<file path="config.mk">
export PLATFORM = sky130hd
export DESIGN_NAME = mpbm_ram
export DESIGN_NICKNAME = d
export VERILOG_FILES = /design/src/rtl/mpbm_ram.sv
export SDC_FILE = /design/constraint.sdc
export NUM_CORES = 2
export LEC_CHECK = 0
export BUFFER_PORTS_ARGS = -buffer_cell sky130_fd_sc_hd__buf_4
export CAP_MARGIN = 10
export CORE_AREA = 2 2 384 386
export CTS_CLUSTER_SIZE = 25
export DETAILED_ROUTE_END_ITERATION = 8
export DIE_AREA = 0 0 386 388
export PLACE_DENSITY_LB_ADDON = 0.25
export SYNTH_ARGS = -nofsm -noshare
export SYNTH_HDL_FRONTEND = slang
export SYNTH_SLANG_ARGS = --single-unit
</file>
<file path="constraint.sdc">
create_clock -name aclk -period 4.7 [get_ports aclk]
set_clock_uncertainty 0.1 [all_clocks]
set_input_delay 1.41 -clock aclk [delete_from_list [all_inputs] [get_ports aclk]]
set_output_delay 1.41 -clock aclk [all_outputs]
set_load 0.02 [all_outputs]
</file>
<file path="src/rtl/mpbm_ram.sv">
// ----------------------------------------------------------------------------
// mpbm_ram
// Generic simple dual-port RAM: one write port, one read port, read data
// registered.
// ----------------------------------------------------------------------------
module mpbm_ram #(
    parameter int WIDTH = 8,
    parameter int DEPTH = 256
) (
    input  logic                     aclk,
    input  logic                     we,
    input  logic [$clog2(DEPTH)-1:0] waddr,
    input  logic [WIDTH-1:0]         wdata,
    input  logic [$clog2(DEPTH)-1:0] raddr,
    output logic [WIDTH-1:0]         rdata
);

    logic [WIDTH-1:0] mem [DEPTH];
    logic [WIDTH-1:0] rdata_reg;

    always_ff @(posedge aclk) begin
        if (we) begin
            mem[waddr] <= wdata;
        end
        rdata_reg <= mem[raddr];
    end

    assign rdata = rdata_reg;

endmodule

</file>
==> impl_metrics.tcl <==
set metrics [dict create \
    rows 140 \
    tightest_slew_ps 1122 \
    setup_slack_ps 823.1 \
    dp.cells 5762 \
    drt_iter0_drc 5219 \
    synth_flop_cell "edfxtp_1" \
    cts_root_buf "clkbuf_16" \
    final_common_cell "edfxtp_1" \
    wl_met1_um 76530 \
    worstSetupStartpointType "input pin" \
    clk_latency_ps 850 \
    numCtsBuffers 201 \
    ys_seq_area_share_pct 77.50 \
    final_cells 6136 \
    critical_path_required_ps 5320 \
    final_cell_mix "edfxtp_1, mux4_2, buf_4" \
    reg2reg_slack_ps 1810 \
    ir_worst_vdd_v 0.0003518 \
    ys_types 55 \
    place_ws_ps -38.26 \
    fin_total_pwr_mw 37.54 \
    clock_sinks 2056 \
    clk_path_buf_depth 3 \
    dp_hpwl_um 119200 \
    drv_cap 0 \
    dieHeight_um 388 \
    rsz0062_at_grt "false" \
    worst_hold_path_type "in2reg" \
    grt_pass1_wl_um 279900 \
    diodes 0 \
    slew_violations 0 \
    track_usage_pct 26.25 \
    reg2reg_to "rdata[6]$_DFF_P_" \
    overflow 0 \
    max_slew_margin_pct 24.93 \
    htree_levels 4 \
    multi_input_area_mm2 0.01649 \
    synthesis.nets 3759 \
    fin_crit_ps 3877 \
    critPathKind "in2reg" \
    port_buffers 33 \
    ys_seq_elements 2056 \
    cts_tree "built" \
    ios 34 \
    ff_latch_area_mm2 0.06166 \
    r2r_cells 7 \
    dieArea_mm2 0.1498 \
    setup_viol 0 \
    drc 0 \
    core_mm2 0.1452 \
    start_util_pct 54.79 \
    die_w_um 386 \
    top_layer "met5" \
    min-delay-start "wdata[7]" \
    grt_max_degree 155 \
    cts_resized 0 \
    fin_setup_tns_ps 0 \
    outcome "complete, no violations" \
    grt_pass1_vias 39522 \
    ys_warn_count 0 \
    finalHoldViolCount 0 \
    min_path_cells 1 \
    antenna_found_initial 6 \
    first_pass_iters 5 \
    async_reset_ff_share_pct 0 \
    syn-mean-instance-area_um2 21.31 \
    drive_above_1_share_pct 26.05 \
    post_drt_wl_per_cell_um 31.57 \
    totalWireLength_um 193700 \
    syn_area_mm2 0.07956 \
    crit_path_end_kind "flip-flop" \
    route.met3.wl_um 20500 \
    cts.hold.buffers_added 0 \
    rr_startpoint "mem[80][6]$_DFFE_PP_" \
    netlist_instances 3733 \
    synth_edf_count 2048 \
    cts.clk_slew.worst_paths_ps 60 \
    cellLeakagePower_nw 28.26 \
    place_congestion 0.8661 \
    drtAntennaViolNets 0 \
    finalCritPeriodShare_pct 82.49 \
    powerDensity_mw_per_mm2 417.4 \
    wl_met2_um 91660 \
    cp_data_arrival_time_ps 4490 \
    nFillCells 9733 \
    num-nets-final 4074 \
    fmax_mhz 257.9 \
    hold-path-endpoint "mem[41][7]$_DFFE_PP_" \
    viasPerCell 6.489 \
    cts_setup_buffers 0 \
    largest_reg_flops 2048 \
    vias 39814 \
    cp_max_fo 33 \
    holdWs_ps 857.1 \
    area_delta_synth_final_pct 13.06 \
]
-- cells in the mapped netlist (all sizes together), types with 2 or more instances --
| library cell | instances | share of area, % |
|---|---|---|
| nor4 | 27 | 0.24 |
| a2111oi | 5 | 0.066 |
| o22ai | 28 | 0.22 |
| nand3b | 2 | 0.019 |
| o21ai | 12 | 0.075 |
| nor2 | 282 | 1.3 |
| a221oi | 14 | 0.16 |
| and3b | 2 | 0.022 |
| o22a | 5 | 0.055 |
| a22o | 8 | 0.088 |
| edfxtp | 2048 | 77 |
| or2 | 4 | 0.031 |
| nor2b | 31 | 0.24 |
| nand2 | 33 | 0.16 |
| o211ai | 10 | 0.094 |
| nand2b | 8 | 0.063 |
| nor3 | 22 | 0.14 |
| a21oi | 96 | 0.60 |
| a211oi | 16 | 0.15 |
| o221ai | 47 | 0.53 |
| a311oi | 2 | 0.022 |
| mux2i | 134 | 1.7 |
| and2 | 6 | 0.047 |
| mux4 | 456 | 13 |
| a31oi | 2 | 0.016 |
| nand4 | 10 | 0.079 |
| a22oi | 133 | 1.3 |
| dfxtp | 8 | 0.20 |
| o32ai | 5 | 0.064 |
| buf | 122 | 1.3 |
| clkbuf | 111 | 0.52 |
| nand3 | 34 | 0.21 |
-- worst max-delay path by stage --
| stage | from | endpoint | depth (start not counted) |
|---|---|---|---|
| final | raddr[0] | rdata[4]$_DFF_P_ | 10 |
| after global routing | raddr[0] | rdata[4]$_DFF_P_ | 10 |
| after CTS | raddr[0] | rdata[4]$_DFF_P_ | 10 |
| after detailed placement | raddr[0] | rdata[4]$_DFF_P_ | 10 |
| after global placement | raddr[0] | rdata[4]$_DFF_P_ | 10 |
| after floorplan | raddr[0] | rdata[2]$_DFF_P_ | 9 |
-- per-stage QoR --
stage	cell area (µm²)	utilization (%)
floorplan	79560	-
global placement	83680	57.62
detailed placement	83680	57.62
CTS	89940	61.94
global route	89940	61.94
finish	89940	61.94
-- final cells by class --
type	count	area share, %
Inverter	2	0.008347
Tap cell	1917	2.667
Clock buffer	248	5.869
Sequential cell	2056	68.55
Multi-Input combinational cell	1442	18.33
Timing Repair Buffer	345	3.474
Clock inverter	126	1.099
-- power breakdown --
group | total, mW | switching (mW) | internal (mW)
clock network | 15.4 | 6.82 | 8.54
registers | 20.3 | 0.0497 | 20.2
logic | 1.92 | 1.22 | 0.700
-- critical path: stages --
cell      delay (ps)
buf_8            200
buf_12           260
buf_4            200
buf_12           250
mux4_2           550
a211oi_1         440
nor2_1           160
nor4_1           620
buf_4            220
nor4_1            50
-- kinds of logic (layout without fill, tap and decap cells) --
kind of cell	after synthesis	in the layout	synth area share [%]
flops	2056	2056	77.50
mux	591	591	14.62
simple gates	466	466	2.628
compound gates	385	385	3.419
buf+inv	235	721	1.831
-- metal layers --
layer | up-vias | track usage, %
met2 | 2162 | 39.76
met4 | 6 | 7.421
met3 | 297 | 5.800
met1 | 20990 | 38.96
met5 | - | 0
li1 | 16359 | -
No activity file was read; power rests on OpenSTA's default activity.
