==> config.mk <==
export PLATFORM = sky130hd
export DESIGN_NAME = mpbm_seq
export DESIGN_NICKNAME = d
export VERILOG_FILES = /design/src/rtl/mpbm_pkg.sv /design/src/rtl/mpbm_seq.sv
export SDC_FILE = /design/constraint.sdc
export NUM_CORES = 1
export LEC_CHECK = 0
export ABC_CLOCK_PERIOD_IN_PS = 4250
export CORE_MARGIN = 2
export CORE_UTILIZATION = 50
export CTS_CLUSTER_SIZE = 20
export DETAILED_ROUTE_END_ITERATION = 16
export DONT_BUFFER_PORTS = 1
export GPL_TIMING_DRIVEN = 0
export PLACE_DENSITY_LB_ADDON = 0.3
export REMOVE_ABC_BUFFERS = 1
export SLEW_MARGIN = 20
export SYNTH_ARGS = -nofsm -noshare
export SYNTH_HDL_FRONTEND = slang
export SYNTH_SLANG_ARGS = --single-unit
==> constraint.sdc <==
create_clock -name aclk -period 4.25 [get_ports aclk]
set_input_delay 0.85 -clock aclk [delete_from_list [all_inputs] [get_ports aclk]]
set_output_delay 0.85 -clock aclk [all_outputs]
set_load 0.01 [all_outputs]
==> src/rtl/mpbm_pkg.sv <==
// ----------------------------------------------------------------------------
// mpbm_pkg
// Shared types and codes of the multi-pattern byte matcher: item kinds,
// table entry layouts and the memory command bundle.
// ----------------------------------------------------------------------------
package mpbm_pkg;

    localparam int STATE_W = 10;
    localparam int BYTE_W  = 8;
    localparam int LEN_W   = 8;
    localparam int KIND_W  = 3;

    localparam logic [KIND_W-1:0] KIND_SCAN   = 3'd0;
    localparam logic [KIND_W-1:0] KIND_GOTO   = 3'd1;
    localparam logic [KIND_W-1:0] KIND_FAIL   = 3'd2;
    localparam logic [KIND_W-1:0] KIND_LENGTH = 3'd3;
    localparam logic [KIND_W-1:0] KIND_SUFFIX = 3'd4;

    // One goto table entry.
    typedef struct packed {
        logic               valid;
        logic [STATE_W-1:0] target;
    } goto_t;

    // Per-state entry: fail link, word length and dictionary-suffix link.
    typedef struct packed {
        logic [STATE_W-1:0] fail;
        logic [LEN_W-1:0]   len;
        logic               sfx_valid;
        logic [STATE_W-1:0] sfx;
    } info_t;

    // One input item as unpacked from the stream.
    typedef struct packed {
        logic [KIND_W-1:0]  kind;
        logic [BYTE_W-1:0]  byte_value;
        logic [STATE_W-1:0] entry_state;
        logic [STATE_W-1:0] target_state;
        logic               entry_valid;
        logic [LEN_W-1:0]   word_len;
        logic               last_in_chunk;
    } item_t;

    // Memory commands from the sequencer to the two tables.
    typedef struct packed {
        logic [STATE_W-1:0] goto_state;
        logic [BYTE_W-1:0]  goto_byte;
        logic               goto_we;
        goto_t              goto_wdata;
        logic [STATE_W-1:0] info_state;
        logic               info_we;
        info_t              info_wdata;
    } mem_cmd_t;

endpackage

==> src/rtl/mpbm_seq.sv <==
// ----------------------------------------------------------------------------
// mpbm_seq
// Matcher sequencer: walks goto and fail links through the table memories,
// resolves the reported word length, merges per-state table writes and
// holds the result register.
// ----------------------------------------------------------------------------
module mpbm_seq #(
    parameter int NUM_STATES   = 1024,
    parameter int MAX_WORD_LEN = 255
) (
    input  logic                          aclk,
    input  logic                          aresetn,
    input  logic                          cfg_we,
    input  logic                          cfg_wdata,
    input  logic                          in_valid,
    output logic                          in_ready,
    input  mpbm_pkg::item_t               in_item,
    output logic                          out_valid,
    input  logic                          out_ready,
    output logic [mpbm_pkg::LEN_W-1:0]    out_len,
    output logic [mpbm_pkg::STATE_W-1:0]  out_state,
    output mpbm_pkg::mem_cmd_t            cmd,
    input  mpbm_pkg::goto_t               goto_rd,
    input  mpbm_pkg::info_t               info_rd
);

    localparam int STEP_W = $clog2(NUM_STATES + 1);
    localparam logic [16:0] NUM_STATES_W = 17'(NUM_STATES);
    localparam logic [16:0] MAX_LEN_W    = 17'(MAX_WORD_LEN);
    localparam logic [STEP_W-1:0] STEP_LIMIT = STEP_W'(NUM_STATES);

    typedef enum logic [2:0] {
        ST_IDLE,
        ST_LOOKUP,
        ST_TARGET,
        ST_SUFFIX,
        ST_EMIT,
        ST_MODIFY
    } seq_state_t;

    function automatic logic in_range(input logic [mpbm_pkg::STATE_W-1:0] s);
        in_range = {7'd0, s} < NUM_STATES_W;
    endfunction

    seq_state_t                   state_reg, state_next;
    logic [mpbm_pkg::STATE_W-1:0] cur_state_reg, cur_state_next;
    logic                         anchor_reg, anchor_next;
    logic                         m_valid_reg, m_valid_next;
    logic [mpbm_pkg::LEN_W-1:0]   m_len_reg, m_len_next;
    logic [mpbm_pkg::STATE_W-1:0] m_state_reg, m_state_next;
    logic [mpbm_pkg::STATE_W-1:0] walk_reg, walk_next;
    logic [mpbm_pkg::BYTE_W-1:0]  byte_reg, byte_next;
    logic                         last_reg, last_next;
    logic [STEP_W-1:0]            steps_reg, steps_next;
    logic [mpbm_pkg::STATE_W-1:0] res_state_reg, res_state_next;
    logic [mpbm_pkg::LEN_W-1:0]   res_len_reg, res_len_next;
    logic [mpbm_pkg::KIND_W-1:0]  wr_kind_reg, wr_kind_next;
    logic [mpbm_pkg::STATE_W-1:0] wr_entry_reg, wr_entry_next;
    logic [mpbm_pkg::STATE_W-1:0] wr_target_reg, wr_target_next;
    logic                         wr_valid_reg, wr_valid_next;
    logic [mpbm_pkg::LEN_W-1:0]   wr_len_reg, wr_len_next;
    logic                         walk_ok;

    always_comb begin
        state_next     = state_reg;
        cur_state_next = cur_state_reg;
        anchor_next    = cfg_we ? cfg_wdata : anchor_reg;
        m_valid_next   = (m_valid_reg && out_ready) ? 1'b0 : m_valid_reg;
        m_len_next     = m_len_reg;
        m_state_next   = m_state_reg;
        walk_next      = walk_reg;
        byte_next      = byte_reg;
        last_next      = last_reg;
        steps_next     = steps_reg;
        res_state_next = res_state_reg;
        res_len_next   = res_len_reg;
        wr_kind_next   = wr_kind_reg;
        wr_entry_next  = wr_entry_reg;
        wr_target_next = wr_target_reg;
        wr_valid_next  = wr_valid_reg;
        wr_len_next    = wr_len_reg;
        in_ready       = 1'b0;
        walk_ok        = in_range(walk_reg);

        cmd            = '0;
        cmd.goto_state = cur_state_reg;
        cmd.goto_byte  = in_item.byte_value;
        cmd.info_state = cur_state_reg;

        unique case (state_reg)
            ST_IDLE: begin
                in_ready = 1'b1;
                if (in_valid) begin
                    case (in_item.kind) inside
                        mpbm_pkg::KIND_SCAN: begin
                            walk_next  = cur_state_reg;
                            byte_next  = in_item.byte_value;
                            last_next  = in_item.last_in_chunk;
                            steps_next = '0;
                            state_next = ST_LOOKUP;
                        end
                        mpbm_pkg::KIND_GOTO: begin
                            cmd.goto_state        = in_item.entry_state;
                            cmd.goto_we           = in_range(in_item.entry_state);
                            cmd.goto_wdata.valid  = in_item.entry_valid;
                            cmd.goto_wdata.target = in_item.entry_valid ?
                                                    in_item.target_state : '0;
                        end
                        mpbm_pkg::KIND_FAIL, mpbm_pkg::KIND_LENGTH,
                        mpbm_pkg::KIND_SUFFIX: begin
                            // Read the entry now, merge the new field next cycle.
                            cmd.info_state = in_item.entry_state;
                            wr_kind_next   = in_item.kind;
                            wr_entry_next  = in_item.entry_state;
                            wr_target_next = in_item.target_state;
                            wr_valid_next  = in_item.entry_valid;
                            wr_len_next    = ({9'd0, in_item.word_len} > MAX_LEN_W) ?
                                             MAX_LEN_W[mpbm_pkg::LEN_W-1:0] :
                                             in_item.word_len;
                            if (in_range(in_item.entry_state)) begin
                                state_next = ST_MODIFY;
                            end
                        end
                        default: begin
                        end
                    endcase
                end
            end
            ST_LOOKUP: begin
                if (walk_ok && goto_rd.valid) begin
                    res_state_next = goto_rd.target;
                    cmd.info_state = goto_rd.target;
                    state_next     = ST_TARGET;
                end else if (steps_reg >= STEP_LIMIT) begin
                    // Walk too long: fall back to the root, report nothing.
                    res_state_next = '0;
                    res_len_next   = '0;
                    state_next     = ST_EMIT;
                end else begin
                    walk_next      = walk_ok ? info_rd.fail : '0;
                    steps_next     = steps_reg + 1'b1;
                    cmd.goto_state = walk_next;
                    cmd.goto_byte  = byte_reg;
                    cmd.info_state = walk_next;
                end
            end
            ST_TARGET: begin
                cmd.info_state = info_rd.sfx;
                if (!in_range(res_state_reg)) begin
                    res_len_next = '0;
                    state_next   = ST_EMIT;
                end else if (info_rd.len != '0) begin
                    res_len_next = info_rd.len;
                    state_next   = ST_EMIT;
                end else if (info_rd.sfx_valid && in_range(info_rd.sfx)) begin
                    state_next = ST_SUFFIX;
                end else begin
                    res_len_next = '0;
                    state_next   = ST_EMIT;
                end
            end
            ST_SUFFIX: begin
                res_len_next = info_rd.len;
                state_next   = ST_EMIT;
            end
            ST_EMIT: begin
                // Hold until the result register is free.
                if (!m_valid_reg || out_ready) begin
                    m_valid_next   = 1'b1;
                    m_len_next     = (last_reg && anchor_reg) ? '0 : res_len_reg;
                    m_state_next   = res_state_reg;
                    cur_state_next = res_state_reg;
                    state_next     = ST_IDLE;
                end
            end
            ST_MODIFY: begin
                cmd.info_state = wr_entry_reg;
                cmd.info_we    = 1'b1;
                cmd.info_wdata = info_rd;
                case (wr_kind_reg) inside
                    mpbm_pkg::KIND_FAIL:   cmd.info_wdata.fail = wr_target_reg;
                    mpbm_pkg::KIND_LENGTH: cmd.info_wdata.len  = wr_len_reg;
                    default: begin
                        cmd.info_wdata.sfx_valid = wr_valid_reg;
                        cmd.info_wdata.sfx       = wr_valid_reg ? wr_target_reg : '0;
                    end
                endcase
                state_next = ST_IDLE;
            end
            default: state_next = ST_IDLE;
        endcase
    end

    always_ff @(posedge aclk) begin
        m_len_reg     <= m_len_next;
        m_state_reg   <= m_state_next;
        walk_reg      <= walk_next;
        byte_reg      <= byte_next;
        last_reg      <= last_next;
        steps_reg     <= steps_next;
        res_state_reg <= res_state_next;
        res_len_reg   <= res_len_next;
        wr_kind_reg   <= wr_kind_next;
        wr_entry_reg  <= wr_entry_next;
        wr_target_reg <= wr_target_next;
        wr_valid_reg  <= wr_valid_next;
        wr_len_reg    <= wr_len_next;
        if (!aresetn) begin
            state_reg     <= ST_IDLE;
            cur_state_reg <= '0;
            anchor_reg    <= 1'b0;
            m_valid_reg   <= 1'b0;
        end else begin
            state_reg     <= state_next;
            cur_state_reg <= cur_state_next;
            anchor_reg    <= anchor_next;
            m_valid_reg   <= m_valid_next;
        end
    end

    assign out_valid = m_valid_reg;
    assign out_len   = m_len_reg;
    assign out_state = m_state_reg;

endmodule

==> run_results.csv <==
group,metric,value,unit
setup_path,r2r_slack,1.47,ns
setup_path,critical-path-top-delay-family,"compound AO/OA/AOI/OAI gates",
setup_path,worstPathMaxFanout,26,
cts,h-tree-depth,3,
layout,area_growth,5.80,%
routing,wire_per_inst,22.7,um
global_route,grt_pass1_vias,4061,
placed_design,io_buffers,0,
logic_synthesis,synth-main-ff-cell,"edfxtp_1",
sta,finalCritPeriodShare,92.3,%
logic_synthesis,ys.warnings.count,0,
setup_path,cp-end-kind,"primary output",
layout,nFillCells,1010,
floorplan,coreArea,10700,um2
layout,final_cell_mix,"88 x edfxtp_1, 66 x nand2_1, 39 x a21oi_1",
pwr,peakVddDrop,0.000259,V
cts,cts_sinks,103,
floorplan,die_h,108,um
global_route,grt_pass1_wl,22400,um
cts,cts_buffer_depth,2,
cts,cts-buffers-inserted,9,
sta,finClkSkew,0.0131,ns
hold_path,min_from,"res_state_reg[7]",
sta,finalMaxSlewViolations,0,
setup_path,crit_path_start,"state_reg[0]",
sta,finalCriticalPeriod,3.92,ns
cts,cts_tree,"built",
setup_path,critPathMaxStageDelay,0.95,ns
cts,cts_root_buf,"clkbuf_8",
run_status,status,"completed",
floorplan,io-pin-count,177,
setup_path,reg2reg_depth,3,
routing,route.vias.total,4228,
logic_synthesis,synth_edf_count,88,
routing,via_per_inst,6.40,
setup_path,crit_cells,4,
layout,largest_reg_flops,11,
setup_path,cp.required,3.40,ns
pwr,power.leakage,0.00200,uW
setup_path,path_class,"reg2out",
sta,fmax,255,MHz
layout,fin_nets,603,
global_route,grt_overflow,0,
placed_design,hpwlAfterDp,11100,um
logic_synthesis,synthDistinctLibCells,50,
cts,cts.clk_slew.worst_paths,0.11,ns
setup_path,worstReg2RegStart,"state_reg[2]",
setup_path,timing.rr.end,"out_state[5]",
setup_path,arrival,3.07,ns
placed_design,globalplace.congestion,0.867,
sta,rsz0062_at_grt,"false",
hold_path,worst_hold_path_type,"reg2reg",
layout,final_cells,661,
routing,drcViolationCount,0,
sta,worstMarginPinSlew,1.03,ns
cts,post_cts_buffers,0,
logic_synthesis,syn_avg_cell_area,10.3,um2
floorplan,row_count,38,
logic_synthesis,yosysSeqAreaShare,53.9,%
global_route,track_usage,25.4,%
floorplan,start_util,50.8,%
sta,tns,0,ns
layout,final_common_cell,"edfxtp_1",
setup_path,crit_path_end,"cmd[36]",
pwr,pwr_density_cell,551,nW/um2
cts,cts_resized,0,
logic_synthesis,synthCells,530,
routing,first_pass_iters,5,
setup_path,cp_slowest_cell,"dfxtp_1",
global_route,grt_antenna_before_repair,1,
routing,drt-total-wl,15000,um
cts,clk_latency,0.39,ns
logic_synthesis,ys_async_sr_fraction,0,%
logic_synthesis,synth_seq_cells,103,
placed_design,placed_cells,644,
setup_path,cp_num_buf_inv,0,
setup_path,path_cells,"nand2b_1 > a21boi_1 > o41ai_1 > a22oi_1",
floorplan,die_area,11800,um2
floorplan,die_x,108,um
cts,hold_buffers,0,
sta,hold_viol_final,0,
routing,initialDrtViolationCount,430,
job,maxCapViolations,0,
setup_path,crit_path_start_kind,"flip-flop",
routing,final_antenna_net_count,0,
layout,drive_gt1_share,9.23,%
sta,maxSlewHeadroom,31.2,%
sta,setup_violations,0,
global_route,grt_max_degree,35,
logic_synthesis,synth_area,5460,um2
-- Yosys cell counts, drive strengths merged (8+ instances only) --
library cell / number / area (um2)
nand2: 66 / 248
o21a: 10 / 75.1
nand2b: 19 / 119
nor2: 31 / 119
inv: 16 / 60.1
o211ai: 8 / 60.1
buf: 13 / 62.6
xor2: 8 / 70.1
edfxtp: 88 / 2640
mux2: 9 / 101
a21oi: 39 / 195
nor3: 8 / 51.3
o221a: 8 / 90.1
nor2b: 23 / 144
and3: 11 / 68.8
mux2i: 14 / 140
clkbuf: 17 / 63.8
nand3: 23 / 115
o21ai: 28 / 144
and2: 29 / 181
o2111ai: 8 / 70.1
dfxtp: 15 / 300
a221o: 10 / 100
-- power breakdown --
group,total (uW),switching (uW),internal (uW),leakage (uW)
clock,629,396,233,0.0000977
combinational,1050,669,382,0.000967
sequential,1500,194,1310,0.000933
-- metrics by stage --
stage	instance area [um2]	hold slack, ns	setup slack (ns)	util, %	total power (uW)
floorplan	5330	0.426	1.05	-	2240
CTS	5770	0.462	0.333	53.7	3170
finish	5780	0.459	0.327	53.7	3180
detailed placement	5580	0.436	0.756	51.9	2560
global route	5780	0.469	0.0528	53.7	3320
global placement	5510	0.434	0.194	51.3	2500
-- layer usage --
| layer | share of wire, % | GRT usage [%] | wire (um) | vias to the layer above |
|---|---|---|---|---|
| met3 | 9.4 | 5.73 | 1410 | 25 |
| met5 | 0 | 0 | 0 | - |
| li1 | - | - | - | 1906 |
| met2 | 48 | 41.0 | 7180 | 277 |
| met4 | 2.7 | 10.9 | 403 | 0 |
| met1 | 40 | 33.0 | 6040 | 2020 |
-- area by class of cell --
| type | instances | area (um2) | share of cell area [%] |
|---|---|---|---|
| Clock inverter | 7 | 70.1 | 1.21 |
| Clock buffer | 9 | 124 | 2.14 |
| Multi-Input combinational cell | 381 | 2350 | 40.7 |
| Antenna cell | 1 | 2.50 | 0.0433 |
| Sequential cell | 103 | 2940 | 51.0 |
| Tap cell | 140 | 175 | 3.03 |
| Inverter | 16 | 60.1 | 1.04 |
| Timing Repair Buffer | 4 | 48.8 | 0.845 |
-- worst min-delay path by stage --
stage                               to  slack (ns)  depth (start not counted)
after global routing      out_state[9]        0.47                          0
after CTS                 out_state[4]        0.46                          0
after floorplan           out_state[0]        0.43                          0
final                     out_state[7]        0.46                          0
after detailed placement  out_state[2]        0.44                          0
after global placement    out_state[7]        0.43                          0
-- logic make-up (layout without fill, tap and decap cells) --
kind of cell               count (synthesis)  count (layout)  share of synthesized area (%)
and+or+nand+nor                          228             228                           21.8
AOI/OAI and AO/OA                        120             120                           14.8
DFF                                      103             103                           53.9
buffers and inverters                     46              36                           3.42
muxes                                     23              23                           4.42
xor gates and xnor gates                   9               9                           1.44
adders and majority gates                  1               1                          0.229
other                                      0               1                              0
(Power assumes the default switching activity.)
